==> config.mk <==
export PLATFORM = sky130hd
export DESIGN_NAME = minmax_byte_quantizer_top
export DESIGN_NICKNAME = d
export VERILOG_FILES = /design/src/rtl/core/mbq_pkg.sv /design/src/rtl/core/minmax_byte_quantizer_top.sv
export SDC_FILE = /design/constraint.sdc
export NUM_CORES = 2
export LEC_CHECK = 0
export ABC_AREA = 1
export BUFFER_PORTS_ARGS = -buffer_cell sky130_fd_sc_hd__buf_4
export CORE_UTILIZATION = 60
export DETAILED_ROUTE_END_ITERATION = 12
export PLACE_DENSITY = 0.77
export SYNTH_ARGS = -nofsm -noshare
export SYNTH_HDL_FRONTEND = slang
export SYNTH_SLANG_ARGS = --single-unit
==> constraint.sdc <==
create_clock -name clk -period 22.9 [get_ports clk]
set_clock_uncertainty 0.05 [all_clocks]
set_input_delay 5.725 -clock clk [delete_from_list [all_inputs] [get_ports clk]]
set_output_delay 5.725 -clock clk [all_outputs]
set_load 0.005 [all_outputs]
==> src/rtl/core/mbq_pkg.sv <==
// Package for the min/max byte quantizer: widths, codes and payload structs.
// Used by the top level and by the checker; depends on nothing.
`default_nettype none
package mbq_pkg;

  localparam int FRAC_BITS = 16;
  localparam int PF_W      = 20;
  localparam logic [PF_W-1:0] PF_RESET = 20'd10000;
  localparam int MX_W      = 44;
  localparam int PROD_W    = 66;
  localparam int DIV_W     = 64 - FRAC_BITS;
  localparam int DCNT_W    = $clog2(DIV_W);

  localparam logic [1:0] OP_START  = 2'd0;
  localparam logic [1:0] OP_SCAN   = 2'd1;
  localparam logic [1:0] OP_FINISH = 2'd2;
  localparam logic [1:0] OP_QUANT  = 2'd3;

  localparam logic [1:0] ST_OK    = 2'd0;
  localparam logic [1:0] ST_EMPTY = 2'd1;
  localparam logic [1:0] ST_CLAMP = 2'd2;

  typedef struct packed {
    logic [1:0]         opcode;
    logic signed [31:0] sample_value;
  } mbq_in_t;

  typedef struct packed {
    logic [7:0]         byte_out;
    logic signed [31:0] scale_out;
    logic signed [31:0] bias_out;
    logic [1:0]         status;
  } mbq_out_t;

endpackage
`default_nettype wire

==> src/rtl/core/minmax_byte_quantizer_top.sv <==
// Start and scan items go straight to the output stage. A quantize item runs the multiplier
// and divider once (not when its sample is zero or the scale is not positive), a finish item
// twice (not when no nonzero data was seen). One item at a time: the next transfer is taken
// once the result enters the output register. The multiplier is 20-step, the divider 48-step.
// Reset (rst_n, synchronous, active low) clears the sequencer, the output valid,
// the tracked extremes, scale, bias and sets precision_factor to 10000.
`default_nettype none
module minmax_byte_quantizer_top (
  input  logic                    clk,
  input  logic                    rst_n,
  input  logic                    in_valid,
  output logic                    in_stall,
  input  mbq_pkg::mbq_in_t        in_data,
  output logic                    out_valid,
  input  logic                    out_stall,
  output mbq_pkg::mbq_out_t       out_data,
  input  logic                    cfg_wr_en,
  input  logic [mbq_pkg::PF_W-1:0] cfg_wr_data
);
  import mbq_pkg::*;

  // The sequencer walks one shared shift-add multiplier and one shared
  // restoring divider. A finish item runs both twice (scale, then bias).
  typedef enum logic [2:0] {S_IDLE, S_MUL, S_ADJ, S_DIV, S_FIN, S_OUT} state_t;
  typedef enum logic [1:0] {J_SCALE, J_BIAS, J_QUANT} job_t;

  state_t                    state_r;
  job_t                      job_r;
  logic [PF_W-1:0]           pf_r;
  logic signed [31:0]        run_min_r;
  logic signed [31:0]        run_max_r;
  logic signed [31:0]        scale_int_r;
  logic signed [31:0]        bias_int_r;
  logic                      nz_seen_r;
  logic signed [MX_W-1:0]    mx_r;
  logic signed [MX_W-1:0]    bias_x_r;
  logic signed [PROD_W-1:0]  acc_r;
  logic [4:0]                mcnt_r;
  logic [DCNT_W-1:0]         dcnt_r;
  logic                      neg_r;
  logic [DIV_W-1:0]          quo_r;
  logic [31:0]               rem_r;
  logic [31:0]               dvsr_r;
  logic [7:0]                res_byte_r;
  logic [1:0]                res_status_r;
  logic                      out_valid_r;
  mbq_out_t                  out_data_r;

  logic                      accept;
  logic signed [31:0]        v;
  logic signed [MX_W-1:0]    mn, mx, min10, max10, range10, bias_x, v_ext;
  logic signed [PROD_W-1:0]  addend, acc_nxt, sc_ext, bi_ext, qsum, t_fin, t_q;
  logic [DIV_W-1:0]          dvd, dvd_mag;
  logic [32:0]               trial, diff;
  logic                      ge;
  logic signed [DIV_W-1:0]   q;
  logic                      q_low, q_high;
  logic                      scale_bad;

  function automatic logic signed [31:0] sat32(input logic signed [DIV_W-1:0] x);
    logic pos_ovf;
    logic neg_ovf;
    pos_ovf = !x[DIV_W-1] && (|x[DIV_W-2:31]);
    neg_ovf = x[DIV_W-1] && !(&x[DIV_W-2:31]);
    if (pos_ovf) begin
      return 32'sh7fffffff;
    end else if (neg_ovf) begin
      return 32'sh80000000;
    end
    return x[31:0];
  endfunction

  assign in_stall  = (state_r != S_IDLE);
  assign accept    = in_valid && !in_stall;
  assign out_valid = out_valid_r;
  assign out_data  = out_data_r;
  assign v         = in_data.sample_value;

  // Extremes scaled by ten and widened by a tenth of their magnitude:
  // a nonnegative minimum gets 9x, a negative one 11x, and the reverse for max.
  assign mn    = {{(MX_W-32){run_min_r[31]}}, run_min_r};
  assign mx    = {{(MX_W-32){run_max_r[31]}}, run_max_r};
  assign min10 = run_min_r[31] ? (mn <<< 3) + (mn <<< 1) + mn : (mn <<< 3) + mn;
  assign max10 = run_max_r[31] ? (mx <<< 3) + mx : (mx <<< 3) + (mx <<< 1) + mx;
  assign range10 = max10 - min10;
  // Bias numerator before the factor: 254 * min10 - 2 * range10.
  assign bias_x  = (min10 <<< 8) - (min10 <<< 1) - (range10 <<< 1);
  assign v_ext   = {{(MX_W-32){v[31]}}, v};

  // Multiplier step, most significant factor bit first.
  assign addend  = pf_r[mcnt_r] ? {{(PROD_W-MX_W){mx_r[MX_W-1]}}, mx_r} : '0;
  assign acc_nxt = (acc_r <<< 1) + addend;

  // Dividend forming. Dividing by d * 2^FRAC_BITS equals flooring by
  // 2^FRAC_BITS first and then dividing by d. The finish rounding constant
  // 1270 * 2^FRAC_BITS therefore becomes +1270 after the shift.
  assign sc_ext = {{(PROD_W-32){scale_int_r[31]}}, scale_int_r};
  assign bi_ext = {{(PROD_W-32){bias_int_r[31]}}, bias_int_r};
  assign qsum   = acc_r + (sc_ext <<< (FRAC_BITS-1)) - (bi_ext <<< FRAC_BITS);
  assign t_q    = qsum >>> FRAC_BITS;
  assign t_fin  = (acc_r >>> FRAC_BITS) + PROD_W'(1270);
  assign dvd    = (job_r == J_QUANT) ? t_q[DIV_W-1:0] : t_fin[DIV_W-1:0];
  // Floor division of a negative n: floor(n/d) = ~floor(~n/d).
  assign dvd_mag = dvd[DIV_W-1] ? ~dvd : dvd;

  // Restoring divider step; the quotient shifts in where the dividend leaves.
  assign trial = {rem_r, quo_r[DIV_W-1]};
  assign diff  = trial - {1'b0, dvsr_r};
  assign ge    = (trial >= {1'b0, dvsr_r});

  assign q      = neg_r ? $signed(~quo_r) : $signed(quo_r);
  assign q_low  = q[DIV_W-1] || (q == '0);
  assign q_high = !q[DIV_W-1] && (|q[DIV_W-2:8]);
  assign scale_bad = scale_int_r[31] || (scale_int_r == '0);

  always_ff @(posedge clk) begin
    if (!rst_n) begin
      state_r     <= S_IDLE;
      job_r       <= J_SCALE;
      pf_r        <= PF_RESET;
      run_min_r   <= 32'sh7fffffff;
      run_max_r   <= 32'sh80000000;
      scale_int_r <= '0;
      bias_int_r  <= '0;
      nz_seen_r   <= 1'b0;
      out_valid_r <= 1'b0;
    end else begin
      if (cfg_wr_en) begin
        pf_r <= cfg_wr_data;
      end
      // In S_OUT the output register is loaded below, which also settles its valid.
      if (out_valid_r && !out_stall && state_r != S_OUT) begin
        out_valid_r <= 1'b0;
      end
      unique case (state_r)
        S_IDLE: begin
          if (accept) begin
            res_byte_r   <= '0;
            res_status_r <= ST_OK;
            acc_r        <= '0;
            mcnt_r       <= 5'(PF_W-1);
            state_r      <= S_OUT;
            unique case (in_data.opcode)
              OP_START: begin
                run_min_r <= 32'sh7fffffff;
                run_max_r <= 32'sh80000000;
                nz_seen_r <= 1'b0;
              end
              OP_SCAN: begin
                if (v > run_max_r) begin
                  run_max_r <= v;
                end
                if (v != '0) begin
                  nz_seen_r <= 1'b1;
                  if (v < run_min_r) begin
                    run_min_r <= v;
                  end
                end
              end
              OP_FINISH: begin
                if (!nz_seen_r) begin
                  scale_int_r  <= '0;
                  bias_int_r   <= '0;
                  res_status_r <= ST_EMPTY;
                end else begin
                  mx_r     <= range10;
                  bias_x_r <= bias_x;
                  job_r    <= J_SCALE;
                  state_r  <= S_MUL;
                end
              end
              OP_QUANT: begin
                if (v != '0) begin
                  if (scale_bad) begin
                    res_status_r <= ST_EMPTY;
                  end else begin
                    mx_r    <= v_ext;
                    job_r   <= J_QUANT;
                    state_r <= S_MUL;
                  end
                end
              end
              default: begin
                state_r <= S_OUT;
              end
            endcase
          end
        end
        S_MUL: begin
          acc_r <= acc_nxt;
          if (mcnt_r == '0) begin
            state_r <= S_ADJ;
          end else begin
            mcnt_r <= mcnt_r - 5'd1;
          end
        end
        S_ADJ: begin
          neg_r   <= dvd[DIV_W-1];
          quo_r   <= dvd_mag;
          rem_r   <= '0;
          dvsr_r  <= (job_r == J_QUANT) ? scale_int_r : 32'd2540;
          dcnt_r  <= DCNT_W'(DIV_W-1);
          state_r <= S_DIV;
        end
        S_DIV: begin
          rem_r <= ge ? diff[31:0] : trial[31:0];
          quo_r <= {quo_r[DIV_W-2:0], ge};
          if (dcnt_r == '0) begin
            state_r <= S_FIN;
          end else begin
            dcnt_r <= dcnt_r - DCNT_W'(1);
          end
        end
        S_FIN: begin
          unique case (job_r)
            J_SCALE: begin
              scale_int_r <= sat32(q);
              mx_r        <= bias_x_r;
              acc_r       <= '0;
              mcnt_r      <= 5'(PF_W-1);
              job_r       <= J_BIAS;
              state_r     <= S_MUL;
            end
            J_BIAS: begin
              bias_int_r   <= sat32(q);
              res_status_r <= (scale_int_r == '0) ? ST_EMPTY : ST_OK;
              state_r      <= S_OUT;
            end
            default: begin
              if (q_low) begin
                res_byte_r   <= 8'd1;
                res_status_r <= ST_CLAMP;
              end else if (q_high) begin
                res_byte_r   <= 8'd255;
                res_status_r <= ST_CLAMP;
              end else begin
                res_byte_r <= q[7:0];
              end
              state_r <= S_OUT;
            end
          endcase
        end
        S_OUT: begin
          // The output register takes the result once its previous transfer is done.
          if (!out_valid_r || !out_stall) begin
            out_data_r.byte_out  <= res_byte_r;
            out_data_r.scale_out <= scale_int_r;
            out_data_r.bias_out  <= bias_int_r;
            out_data_r.status    <= res_status_r;
            out_valid_r          <= 1'b1;
            state_r              <= S_IDLE;
          end
        end
        default: begin
          state_r <= S_IDLE;
        end
      endcase
    end
  end

endmodule
`default_nettype wire

* Word-level counts from Yosys, hierarchy flattened *
Index checks and enable logic that the tools add are counted.

storage, ports and cells
  ROM bits = 0
  output and inout bits = 76
  word-level logic and storage cells = 213
  memory bits (writable) = 0
  bits in latches = 0
  memories kept = 0
  register bits = 515

cells by class
  shift-type cells = 0
  multiply operators = 0
  muxes and demuxes = 88
  div/mod/pow operators = 0
  reduce and logical (&&, ||, !) cells = 48
  eq/ne operators = 31
  order comparisons = 4
  add/subtract/negate cells = 16
  bitwise operators = 2

operator list
  cell                                             number
  2-to-1 mux 32 bit                                13
  case mux 32 bit (2 select lines)                 5
  2-to-1 mux 44 bit                                7
  2-to-1 mux 64 bit                                3
  case mux 64 bit (3 select lines)                 1
  case mux 44 bit (2 select lines)                 2
  2-to-1 mux 48 bit                                3
  subtractor 44 bit                                3
  inverter 48 bit                                  2
  case mux 48 bit (2 select lines)                 1
  adder 36 x 32 -> 37 bit                          2
  adder 35 x 32 -> 36 bit                          2
  adder 35 x 33 -> 36 bit                          2
  adder 64 x 47 -> 64 bit                          1
  adder 64 bit                                     1
  subtractor 64 x 48 -> 64 bit                     1
  adder 48 x 12 -> 48 bit (second input constant)  1
  logical NOT 48 bit                               1
  OR reduction 39 bit                              1
  greater-or-equal comparator 33 x 32 -> 1 bit     1
  > comparator 32 bit                              1
  logical NOT 32 bit                               1
  < comparator 32 bit                              1
  2-to-1 mux 8 bit                                 4
  other kinds (46)                                 129

* Depth between registers and ports, before layout *
  depth after elaboration = 13
  mapped depth = 45
  gate-level depth less buffers = 45

* Least setup slack after synthesis *
No wires, ideal clock.

  path kind = input port to flip-flop
  start = input port rst_n
  end = register mcnt_r[0], enable pin
  slack = 11137 ps
  arrival = 11395 ps
  library setup time = 318 ps
  cell stages on the path = 4
  buffers on the path = 1
  cells stage by stage = clkbuf_1 -> nand2_1 -> a211oi_1 -> o21a_1

between the ends
  word-level cells in the longest chain between the ends = 1

RTL lines
  item                           RTL line                          text
  start, declared                minmax_byte_quantizer_top.sv:10   input logic rst_n,
  AND reduction 5 bit (no line)  n/a
  end signal, assigned           minmax_byte_quantizer_top.sv:141  mcnt_r <= 5'(PF_W-1);
  end signal, assigned           minmax_byte_quantizer_top.sv:194  mcnt_r <= mcnt_r - 5'd1;
  end signal, assigned           minmax_byte_quantizer_top.sv:220  mcnt_r <= 5'(PF_W-1);
  end, declared                  minmax_byte_quantizer_top.sv:38   logic [4:0] mcnt_r;

Every way passes these cells.
A chain may end at the register's enable or synchronous reset.

* Final worst setup path *
  start = input port in_data[32] (netlist name)
  end = register mx_r[40], enable pin

between the ends
  word-level cells in the longest chain between the ends = 3

RTL lines
  item                                                                      RTL line                          text
  start, declared                                                           minmax_byte_quantizer_top.sv:13   input mbq_pkg::mbq_in_t in_data,
  == test 2 bit                                                             minmax_byte_quantizer_top.sv:143  unique case (in_data.opcode)
  != test 3 x 1 -> 1 bit (no line) / != test 3 bit (equally long branches)  n/a
  AND reduction 8 bit (no line) *                                           n/a
  end signal, assigned                                                      minmax_byte_quantizer_top.sv:166  mx_r <= range10;
  end signal, assigned                                                      minmax_byte_quantizer_top.sv:177  mx_r <= v_ext;
  end signal, assigned                                                      minmax_byte_quantizer_top.sv:218  mx_r <= bias_x_r;
  end, declared                                                             minmax_byte_quantizer_top.sv:35   logic signed [MX_W-1:0] mx_r;

Mark *: on every way between the ends. The rest lies on a longest branch, timed or not.

==> flow_metrics.py <==
metrics = {
    "die": {
        "coreArea_um2": 80550,
        "die_area_um2": 82690,
        "fp.dieH_um": 287.6,
        "rows": 104,
        "die_x_um": 287.6,
        "start_util_pct": 60.74,
        "num_io_pins": 135,
    },
    "synthesis": {
        "syn_area_um2": 48920,
        "synth_edf_count": 359,
        "ys_async_sr_fraction_pct": 0,
        "syn-mean-instance-area_um2": 7.202,
        "synth_nets": 7437,
        "ys.flop_type": "edfxtp_1",
        "yosys_warnings": 0,
        "ys_types": 68,
        "synthCells": 6793,
        "yosysSeqAreaShare_pct": 28.38,
        "synth-seq-cells": 514,
    },
    "finish": {
        "fillers": 7146,
        "finalNetCount": 7522,
        "areaGrowthSynthToFinish_pct": 8.498,
        "seqCellArea_um2": 13880,
        "design_area_um2": 53080,
        "multi_input_area_um2": 30570,
        "layout-drive-gt1-share_pct": 5.255,
    },
    "sta": {
        "finalSetupTns_ns": 0,
        "worst_pin_slew_ns": 1.507,
        "setup_viol": 0,
        "maxSlewHeadroom_pct": -1.237,
        "min_period_ns": 8.566,
        "drv_slew": 3,
        "rsz0062_at_grt": "no",
        "clock.fmax_mhz": 116.7,
        "fin_crit_sh_pct": 37.41,
        "fin_ws_ns": 14.33,
        "hold_viol_final": 0,
    },
    "clocking": {
        "htreeDepth": 2,
        "holdBufCountCts": 0,
        "cts_made_buffers": 57,
        "cts_root_buffer": "clkbuf_16",
        "cts_buffer_depth": 3,
        "post_cts_buffers": 0,
        "insertion_delay_ns": 0.68,
        "cts_resized": 0,
        "cts_tree": "yes",
        "cts.reportedPaths.clkPinSlew_ns": 0.08,
        "cts_sinks": 514,
    },
    "setup_path": {
        "cpPeakStageDelay_ns": 0.90,
        "worstSetupPathType": "input port to register",
        "crit_arrival_ns": 8.74,
        "timing.rr.end": "bias_x_r[43]",
        "reg2reg_depth": 32,
        "cp-endpoint": "mx_r[40]",
        "path_max_fanout": 53,
        "startpoint_type": "input port",
        "ff2ff_setup_slack_ns": 14.44,
        "crit_path_cell_trace": "buf_4, nand2_1, buf_4, inv_1, buf_4, o21ai_0, nand2_1, o31ai_1, nand2_1, nor2_4",
        "cp.required_ns": 23.07,
        "cpMaxStageDelayCell": "nor2_4",
        "worstSetupStartpoint": "in_data[32]",
        "rr_startpoint": "run_min_r[15]",
        "cp-end-kind": "register",
    },
    "global_routing": {
        "gr-total-overflow": 0,
        "grt_first_pass_wirelength_mm": 254.3,
        "grt_max_degree": 120,
        "antenna_found_initial": 2,
        "track_usage_pct": 39.72,
        "grt_pass1_vias": 46231,
    },
    "placed_design": {
        "place_area_um2": 51040,
        "place_ws_ns": 13.76,
        "gp_congestion": 1.067,
        "port_buffers": 134,
        "dp_hpwl_mm": 134.1,
    },
    "power_and_ir_drop": {
        "p_leak_nw": 23.93,
        "p_per_area_nw_per_um2": 147.4,
        "ir_drop_uv": 96.08,
    },
    "worst_hold_path": {
        "hp-class": "register to register",
        "min_from": "res_status_r[1]",
        "hold_depth": 0,
    },
    "drt": {
        "routed_wl_mm": 166.4,
        "first_pass_iters": 10,
        "drc_errors": 0,
        "vias": 47904,
        "ant_nets": 0,
        "drt_iter0_drc": 3869,
        "routedWlPerCell_um": 20.83,
        "viasPerCell": 5.997,
    },
    "outcome": {
        "violations": "capacitance limit, slew limit",
        "status": "finished with violations",
    },
    "run": {
        "drv_cap": 1,
    },
}
## how the worst min path moves through the flow
stage,end,slack (ns)
floorplan,out_data[0],0.35
global placement,out_data[0],0.35
detailed placement,out_data[1],0.37
CTS,out_data[1],0.36
global route,out_data[1],0.37
finish,out_data[1],0.36
## sequential cells by signal, summed over array words and instances, names as in the netlist, 3 cells and up
signal	count
mx_r	44
scale_int_r	32
run_min_r	32
quo_r	48
run_max_r	32
dcnt_r	6
dvsr_r	32
rem_r	32
bias_x_r	43
state_r	3
res_byte_r	8
out_data	74
acc_r	64
mcnt_r	5
bias_int_r	32
pf_r	20
## cells in the mapped netlist (all sizes together) (44+ instances only)
| cell | instances | area share (%) |
|---|---|---|
| nand2 | 1172 | 9.0 |
| inv | 1052 | 8.1 |
| nor2 | 811 | 6.3 |
| a21oi | 769 | 7.9 |
| o21ai | 691 | 7.1 |
| ha | 438 | 11 |
| edfxtp | 359 | 22 |
| nand3 | 218 | 2.3 |
| dfxtp | 155 | 6.3 |
| fa | 147 | 6.0 |
| xor2 | 125 | 2.2 |
| xnor2 | 120 | 2.1 |
| clkbuf | 116 | 0.89 |
| nor3 | 91 | 0.96 |
| a31oi | 75 | 0.96 |
| nand4 | 59 | 0.75 |
| o21a | 51 | 0.78 |
| nor4 | 50 | 0.65 |
| a21o | 44 | 0.68 |
## metal layers
metal / vias to the layer above / part of all wire [%] / GRT usage [%]
li1: 22986 / - / -
met1: 22440 / 37 / 44.54
met2: 1951 / 49 / 70.02
met3: 527 / 6.5 / 4.897
met4: 0 / 7.8 / 27.57
met5: - / 0 / 0
## cells by family after synthesis
| kind of cell | share of synthesized area, % |
|---|---|
| and+or+nand+nor | 20.67 |
| AOI/OAI and AO/OA | 19.89 |
| buffers and inverters | 9.330 |
| adders and majority gates | 17.22 |
| DFF | 28.38 |
| xor gates and xnor gates | 4.386 |
| muxes | 0.1279 |
## worst max-delay path: cells and delay by family
kind,cells,cell delay (ns)
AOI/OAI and AO/OA,2,0.50
buffers and inverters,4,1.12
and+or+nand+nor,4,1.27
## per-stage QoR
stage | util, % | cells | hold WS [ns] | total power, mW
finish | 65.90 | 7988 | 0.3581 | 7.826
floorplan | - | 6793 | 0.3503 | 5.237
global route | 65.90 | 7988 | 0.3694 | 8.443
global placement | 63.37 | 7879 | 0.3538 | 6.597
CTS | 65.90 | 7987 | 0.3621 | 7.693
detailed placement | 63.37 | 7879 | 0.3701 | 6.677
## report_power, final
part / internal [mW] / switching, mW / total, mW
clock: 0.557 / 0.444 / 1.00
combinational: 1.80 / 3.53 / 5.33
sequential: 1.33 / 0.172 / 1.50
total: 3.68 / 4.15 / 7.83
## placed cells by master, fill, tap and decap left out, types with 125 or more instances in the layout
| cell type | instances |
|---|---|
| buf_4 | 172 |
| inv_1 | 1037 |
| nand2_1 | 1166 |
| fa_1 | 147 |
| xor2_1 | 125 |
| edfxtp_1 | 359 |
| a21oi_1 | 768 |
| nor2_1 | 799 |
| nand3_1 | 216 |
| o21ai_0 | 631 |
| ha_1 | 438 |
| dfxtp_1 | 155 |
## layout make-up
class | instances | share of cell area [%]
Tap cell | 1060 | 2.499
Multi-Input combinational cell | 5076 | 57.59
Inverter | 1057 | 7.475
Clock inverter | 44 | 0.9876
Timing Repair Buffer | 172 | 2.433
Clock buffer | 64 | 2.855
Antenna cell | 1 | 0.004714
Sequential cell | 514 | 26.15
Power figures use the tool's default switching activity.
